===== src/sv/srcc_pkg.sv =====
// Shared types and constants for the swept rectangle collision clamp.
`default_nettype none
package srcc_pkg;
   localparam int CW = 16;   // coordinate width at the ports
   localparam int SW = 15;   // size register width
   localparam int W  = 20;   // internal exact arithmetic width

   localparam logic [2:0] KIND_CLEAR   = 3'd0;
   localparam logic [2:0] KIND_ADD     = 3'd1;
   localparam logic [2:0] KIND_MOVE    = 3'd2;
   localparam logic [2:0] KIND_OVERLAP = 3'd3;
   localparam logic [2:0] KIND_RESIZE  = 3'd4;

   localparam logic CSR_MIN_SIZE = 1'b0;
   localparam logic CSR_MAX_SIZE = 1'b1;

   typedef struct packed {
      logic [2:0]           kind;
      logic signed [CW-1:0] coord_a;
      logic signed [CW-1:0] coord_b;
      logic signed [CW-1:0] coord_c;
      logic signed [CW-1:0] coord_d;
      logic signed [CW-1:0] target_a;
      logic signed [CW-1:0] target_b;
      logic                 flip_x;
      logic                 flip_y;
   } req_type;

   typedef struct packed {
      logic signed [CW-1:0] result_a;
      logic signed [CW-1:0] result_b;
      logic                 hit;
      logic                 table_full;
   } rsp_type;

   // controller -> datapath
   typedef struct packed {
      logic load;     // capture transaction, apply clear/add
      logic setup1;   // build first sweep rectangle
      logic setup2;   // build second sweep rectangle
      logic rd_en;    // read one obstacle
      logic finish;   // form and present result
   } cmd_type;

   // datapath -> controller
   typedef struct packed {
      logic need_p1;
      logic need_p2;
   } stat_type;
endpackage
`default_nettype wire


===== src/sv/srcc_ctrl.sv =====
// Sequencer for table passes of the collision clamp.
`default_nettype none
module srcc_ctrl #(
   parameter int IW = 8,
   parameter int NW = 9
) (
   input  wire logic               clock,
   input  wire logic               reset,
   input  wire logic               start,
   input  wire logic [NW-1:0]      count,
   input  wire srcc_pkg::stat_type stat,
   output srcc_pkg::cmd_type       cmd,
   output logic [IW-1:0]           rd_addr,
   output logic                    busy
);
   import srcc_pkg::*;

   typedef enum logic [7:0] {
      ST_IDLE   = 8'b00000001,
      ST_SETUP1 = 8'b00000010,
      ST_RUN1   = 8'b00000100,
      ST_DRAIN1 = 8'b00001000,
      ST_SETUP2 = 8'b00010000,
      ST_RUN2   = 8'b00100000,
      ST_DRAIN2 = 8'b01000000,
      ST_DONE   = 8'b10000000
   } state_type;

   state_type     state_ff, state_in;
   logic [IW-1:0] idx_ff, idx_in;
   logic          last;
   logic          empty;

   assign empty   = (count == '0);
   assign last    = ({{(NW-IW){1'b0}}, idx_ff} == (count - NW'(1)));
   assign rd_addr = idx_ff;
   assign busy    = (state_ff != ST_IDLE);

   always_comb begin
      state_in = state_ff;
      idx_in   = idx_ff;
      cmd      = '0;
      unique case (state_ff)
         ST_IDLE: begin
            if (start) begin
               cmd.load = 1'b1;
               state_in = ST_SETUP1;
            end
         end
         ST_SETUP1: begin
            cmd.setup1 = 1'b1;
            idx_in     = '0;
            state_in   = (stat.need_p1 && !empty) ? ST_RUN1 : ST_SETUP2;
         end
         ST_RUN1, ST_RUN2: begin
            cmd.rd_en = 1'b1;
            if (last) begin
               // the drain state lets the last entry be evaluated
               state_in = (state_ff == ST_RUN1) ? ST_DRAIN1 : ST_DRAIN2;
            end else begin
               idx_in = idx_ff + IW'(1);
            end
         end
         ST_DRAIN1: begin
            state_in = ST_SETUP2;
         end
         ST_SETUP2: begin
            cmd.setup2 = 1'b1;
            idx_in     = '0;
            state_in   = (stat.need_p2 && !empty) ? ST_RUN2 : ST_DONE;
         end
         ST_DRAIN2: begin
            state_in = ST_DONE;
         end
         ST_DONE: begin
            cmd.finish = 1'b1;
            state_in   = ST_IDLE;
         end
         default: state_in = ST_IDLE;
      endcase
   end

   always_ff @(posedge clock) begin
      if (reset) begin
         state_ff <= ST_IDLE;
         idx_ff   <= '0;
      end else begin
         state_ff <= state_in;
         idx_ff   <= idx_in;
      end
   end
endmodule
`default_nettype wire


===== config.mk =====
export PLATFORM = sky130hd
export DESIGN_NAME = srcc_ctrl
export DESIGN_NICKNAME = d
export VERILOG_FILES = /design/src/sv/srcc_pkg.sv /design/src/sv/srcc_ctrl.sv
export SDC_FILE = /design/constraint.sdc
export NUM_CORES = 1
export LEC_CHECK = 0
export BUFFER_PORTS_ARGS = -buffer_cell sky130_fd_sc_hd__buf_2
export CORE_AREA = 4 4 51 53
export CTS_BUF_LIST = sky130_fd_sc_hd__clkbuf_4 sky130_fd_sc_hd__clkbuf_8 sky130_fd_sc_hd__clkbuf_16
export CTS_CLUSTER_SIZE = 40
export DETAILED_ROUTE_END_ITERATION = 7
export DIE_AREA = 0 0 55 57
export PLACE_DENSITY = 0.8
export SLEW_MARGIN = 20
export SYNTH_ARGS = -nofsm -noshare
export SYNTH_HDL_FRONTEND = slang
export SYNTH_SLANG_ARGS = --single-unit

===== constraint.sdc =====
create_clock -name clock -period 4.6 [get_ports clock]
set_clock_uncertainty 0.1 [all_clocks]
set_input_delay 0.92 -clock clock [delete_from_list [all_inputs] [get_ports clock]]
set_output_delay 0.92 -clock clock [all_outputs]
set_load 0.01 [all_outputs]

==> metrics, run 1 <==
Mapped Nets=161; Worst R2R Path Depth=6; Slew Limit Fails=0; Pwr per Cell Area=~210 nW/um^2; Final HPWL DP=2150 um; met1 usage=0.244; TritonCTS clock tree=done; synth top area cells=dfxtp_1 (28%), xnor2_1 (6.0%), a21oi_1 (5.6%); share of the synthesized area in the top cell type=0.276; antenna violations before repair=0; vias in the first global route=between 1000 and 1500; GR peak layer=met2; M2 GR Usage=0.289; clk buf depth=2; # IOs=28; type of origin of the critical path=input port; RR Startpoint=state_ff[4]; Hold Crit Class=flip-flop to flip-flop; total power=roughly 280 uW; Total GRT Usage=0.186; Multi-input gate area=between 700 and 800 sq um; Worst Hold End=rd_addr[7]; Post-Synthesis Cell Area=between 1000 and 1500 sq um; critical path data arrival time=between 3 and 4 ns; most frequent cells in the layout=buf_2 (27), dfxtp_1 (16), a21oi_1 (13), nor2_1 (10), nand3_1 (10); final count of hold timing violations=0; share of layout cells above drive strength 1=0.220; final setup violation count=0; Max stage delay on crit path=0.51 ns; synth warn=0; first-pass GRT wire length=4420 um; FP Rows=17; Register Area=~320 sq um; most common cell after layout, fill and taps aside=buf_2; Mapped Cells=144; crit share post-route=0.690; fin cells=~200; largest family of logic cells by synthesized area=simple AND/OR/NAND/NOR gates; clock slew seen by the registers of the worst setup and hold paths=about 0.090 ns; FF-to-FF setup slack=about 2.0 ns; Hold Path Origin=rd_addr[7]; via count=1207; TNS Setup=0 ns; post-synthesis sequential area ratio=0.276; drc violations=0; syn avg cell area=~8.0 sq um; Root Buffer=clkbuf_4; Simple-Gate Fraction of Synth Area=0.381; die area=3140 sq um; Starting Density=0.539; area leader, netlist=dfxtp_1; DIE WIDTH=between 50 and 60 um; worst-path maximum fanout=6; largest net degree at the start of global routing=11; worst skew pair latency=around 0.29 ns; relative slew slack=0.316; Pre-Repair DR Iteration Count=4; FFs w/ async S/R, synth=0; GR Overflow Total=0; Post-synth EDFFs=0; hold bufs inserted after CTS=0; P_leak=about 0.51 nW; met3 track demand over resource=0.0261; Adder-Cell Fraction of Synth Area=0.0324; Final ANT Viol Nets=0; CP delay by family, top=simple AND/OR/NAND/NOR gates; H-tree depth=1; Critical R2R Capture=rd_addr[2]; crit path buf inv count=2; wire per inst=around 15 um; routability congestion estimate=between 0.7 and 0.8; post-synthesis cell type count=between 40 and 50; number of CTS-inserted buffers=3; worst hold path depth=2; post-CTS sizing=0; ant diodes=0; NumNets Final=between 150 and 200; outcome=finished, final reports clean; Worst Path Required=between 4 and 5 ns; Die Span Y=about 57 um; WP depth=9; area grow syn2layout=15.2%; crit-path cells=buf_2 -> inv_1 -> ha_1 -> or3b_1 -> or4_1 -> a32oi_1 -> nand3_2 -> or3_1 -> nor3b_1; Critical Path Sink Type=flip-flop; CTS sink count=16; Post-Route WL=2840 um; Vias per Instance=6.16; CP Class=input port to flip-flop; Worst-Margin Slew=1.02 ns; RSZ-0062 raised after global routing=false; total of flip-flops plus latches after synthesis=16; Post-CTS Setup Inserts=0; Synth Area in Compound Gates=0.177; Fillers=approximately 190; max-cap violation count=0; VDD IR max=~0.18 mV; post-synthesis mux area share=0; number of DRC markers in iteration 0=39; Primary FF master, synth=dfxtp_1; min cycle time layout=between 3 and 4 ns; fmax=~320 MHz; core area=2150 sq um; dpl cells=roughly 190; CP max stage cell=or4_1; xor and xnor area share after synthesis=0.0907; I/O Buffers=27
synthesized netlist by cell type (4+ instances only):
cell type	number
a21oi_1	13
and4b_1	4
clkbuf_1	5
dfxtp_1	16
inv_1	5
nand2_1	8
nand3_1	10
nor2_1	10
nor3_1	7
nor4_1	4
o31ai_1	4
or4_1	4
xnor2_1	8
registers in the layout, indices dropped and copies added, names as in the netlist:
name and cells:
state_ff 8, rd_addr 8
area by class of cell:
type                       count  share of cell area
inverter                       5              0.0141
sequential                    16               0.240
clock buffer                   4              0.0272
multi-input combinational    116               0.591
timing repair buffer          27               0.101
tap                           28              0.0262
cell families after synthesis:
kind of cell / after synthesis
compound gates: 30
simple gates: 73
fa+ha+maj: 3
xor+xnor: 10
buf+inv: 12
flops: 16
power breakdown:
part / switching, mW / internal [mW] / leakage, nW / total [mW]
registers: 0.00123 / 0.140 / 0.129 / 0.141
clock network: 0.0448 / 0.0482 / 0.0210 / 0.0930
logic: 0.0236 / 0.0185 / 0.360 / 0.0422
worst reg2reg max path: stages (launching register included):
cell	delay, ns
dfxtp_1	0.34
nor4_1	0.53
and3_1	0.45
a21boi_0	0.29
and4_1	0.41
nor2_1	0.11
a31o_1	0.25
metrics by stage:
| step | hold slack, ns | util | cell area (sq um) | setup WS (ns) |
|---|---|---|---|---|
| 2_1_floorplan | 0.388 | - | 1160 | 1.51 |
| 3_3_place_gp | 0.411 | 0.605 | 1300 | 1.17 |
| 3_5_place_dp | 0.406 | 0.605 | 1300 | 1.13 |
| 4_1_cts | 0.419 | 0.621 | 1340 | 1.42 |
| 5_1_grt | 0.432 | 0.621 | 1340 | 1.32 |
| 6_report | 0.426 | 0.621 | 1340 | 1.43 |
per-layer routing:
metal  routed length (um)  vias up
met5                    0        -
met1                 1280      568
met2                 1340       45
met3                  171        8
met4                   61        0
li1                     -      586
how the worst max path moves through the flow:
stage | startpoint | to | slack [ns]
6_report | count[0] | state_ff[6] | 1.43
5_1_grt | count[0] | state_ff[6] | 1.32
4_1_cts | count[0] | state_ff[6] | 1.42
3_5_place_dp | count[0] | state_ff[6] | 1.13
3_3_place_gp | count[0] | state_ff[3] | 1.17
2_1_floorplan | count[0] | state_ff[3] | 1.51
No activity file was read; power rests on OpenSTA's default activity.
==> inputs of run 2 (changes only) <==
- CORE_AREA: 4 4 51 53 -> 4 4 55 57
- DIE_AREA: 0 0 55 57 -> 0 0 59 61
- PLACE_DENSITY: 0.8 -> 0.72
- clock period: 4.6 -> 2.7 ns (I/O delays scaled with it)
==> run 2 against run 1 <==
Against the previous run: via count grew 4.0%; combinational power grew 100%; largest cell class unchanged; sequential share of layout area shrank 2.3 points; highest routed layer unchanged; total power grew 76%; routed wire length grew 9.7%; critical path depth is the same; cell area grew 11%; utilization shrank 2.4 points; non-clock buffer count grew 15; sequential power grew 70%; clock-buffer cell count is the same; first-iteration DRC count grew 18%.
==> metrics, run 2 (synthesized netlist as in run 1, its figures left out) <==
share of layout cells above drive strength 1=0.311 (was 0.220); crit-path cells=buf_2 -> inv_4 -> ha_4 -> or3b_1 -> or4_4 -> a32oi_2 -> nand3_2 -> or3_1 -> nor3b_1 (was buf_2 -> inv_1 -> ha_1 -> or3b_1 -> or4_1 -> a32oi_1 -> nand3_2 -> or3_1 -> nor3b_1); # IOs=28 (unchanged); FP Rows=18 (was 17); wire per inst=14.7 um (was 14.5 um); TritonCTS clock tree=done (unchanged); Starting Density=0.468 (was 0.539); dpl cells=209 (was 192); fin cells=213 (was 196); clock share of power=0.331 (was 0.337); post-CTS sizing=0 (unchanged); Worst-Margin Slew=0.977 ns (was 1.02 ns); NumNets Final=201 (was 186); Hold Crit Class=input port to flip-flop (was flip-flop to flip-flop); Max stage delay on crit path=0.57 ns (was 0.51 ns); outcome=finished, final reports clean (unchanged); number of CTS-inserted buffers=3 (unchanged); Final Util=0.597 (was 0.621); area grow syn2layout=27.6% (was 15.2%); vias in the first global route=1198 (was 1065); Vias per Instance=5.89 (was 6.16); most common cell after layout, fill and taps aside=buf_2 (unchanged); core area=2480 sq um (was 2150 sq um); fmax=~380 MHz; Slew Limit Fails=0 (unchanged); Final HPWL DP=2480 um (was 2150 um); max-cap violation count=0 (unchanged); Logic pwr share=0.175 (was 0.153); Sequential Power Share=0.493 (was 0.511); CP Class=input port to flip-flop (unchanged); sw frac=0.256 (was 0.252); CTS sink count=16 (unchanged); Pre-Repair DR Iteration Count=4 (unchanged); GR Overflow Total=0 (unchanged); Final ANT Viol Nets=0 (unchanged); final instance area=1480 sq um (was 1340 sq um); hold bufs inserted after CTS=0 (unchanged); Critical Path Sink Type=flip-flop (unchanged); ant diodes=0 (unchanged); Placement Cell Area=1430 sq um (was 1300 sq um); routability congestion estimate=0.827 (was 0.787); Int Power=362 uW (was 207 uW); drc violations=0 (unchanged); Worst Path Required=2.81 ns (was 4.71 ns); VDD IR max=0.315 mV (was 0.179 mV); I/O Buffers=27 (unchanged); relative slew slack=0.343 (was 0.316); H-tree depth=1 (unchanged); first-pass GRT wire length=5020 um (was 4420 um); WHS=0.416 ns (was 0.426 ns); Die Span Y=61 um (was 57 um); final count of hold timing violations=0 (unchanged); worst-path maximum fanout=3 (was 6); DIE WIDTH=59 um (was 55 um); min cycle time layout=roughly 2.6 ns; via count=1255 (was 1207); clock slew seen by the registers of the worst setup and hold paths=0.10 ns (was 0.09 ns); worst skew pair latency=0.29 ns (about the same); Pwr per Cell Area=329 nW/um^2 (was 207 nW/um^2); type of origin of the critical path=input port (unchanged); critical path data arrival time=2.72 ns (was 3.29 ns); number of DRC markers in iteration 0=46 (was 39); P_leak=0.586 nW (was 0.510 nW); Total GRT Usage=0.178 (was 0.186); Root Buffer=clkbuf_4 (unchanged); crit share post-route=0.966; clk buf depth=2 (unchanged); most frequent cells in the layout=buf_2 (27), dfxtp_1 (16), buf_4 (15), a21oi_1 (13) (was buf_2 (27), dfxtp_1 (16), a21oi_1 (13), nor2_1 (10), nand3_1 (10)); die area=3600 sq um (was 3140 sq um); NetSw=125 uW (was 69.6 uW); Post-Route WL=3120 um (was 2840 um); antenna violations before repair=0 (unchanged); final setup violation count=0 (unchanged); CP max stage cell=or4_4 (was or4_1); Post-CTS Setup Inserts=0 (unchanged); largest net degree at the start of global routing=11 (unchanged)
-- run 2: metal layers --
metal / global-route usage / vias up / wire [um]
li1: - / 623 / -
met1: 0.208 / 596 / 1250
met2: 0.320 / 34 / 1690
met3: 0.0447 / 2 / 176
met4: 0.0550 / 0 / 8
met5: 0 / - / 0
-- run 2: power groups by stage --
| stage | registers, mW | clock network (mW) | logic (mW) |
|---|---|---|---|
| after floorplan | 0.245 | 0 | 0.0481 |
| after global placement | 0.246 | 0 | 0.0827 |
| after detailed placement | 0.246 | 0 | 0.0839 |
| after CTS | 0.240 | 0.166 | 0.0846 |
| after global routing | 0.241 | 0.176 | 0.0941 |
| final | 0.240 | 0.161 | 0.0853 |
-- run 2: final timing paths --
check / slack [ns] / cells past startpoint / from / endpoint
max: 0.09 / 9 / count[1] / state_ff[6]
min: 0.42 / 3 / stat[0] / state_ff[5]
max reg2reg: 0.23 / 6 / state_ff[5] / rd_addr[4]
min reg2reg: 0.44 / 2 / rd_addr[7] / rd_addr[7]
-- run 2: worst max-delay path, delay by kind of cell --
kind,cells,cell delay [ns]
simple gates,5,1.64
compound gates,1,0.23
fa+ha+maj,1,0.12
buf+inv,2,0.19
-- run 2: metrics by stage --
stage	worst slack [ns]	total power, mW	TNS, ns
final	0.0921	0.487	0
after global routing	-0.00958	0.511	-0.00958
after CTS	0.0781	0.490	0
after detailed placement	-0.232	0.330	-1.71
after global placement	-0.114	0.328	-0.939
after floorplan	0.00654	0.293	0
-- run 2: final cells by class --
| class | count | area, sq um |
|---|---|---|
| fill | 236 | 998 |
| multi-input combinational | 116 | 813 |
| sequential | 16 | 320 |
| timing repair buffer | 42 | 248 |
| tap | 30 | 37.5 |
| clock buffer | 4 | 36.3 |
| inverter | 5 | 23.8 |
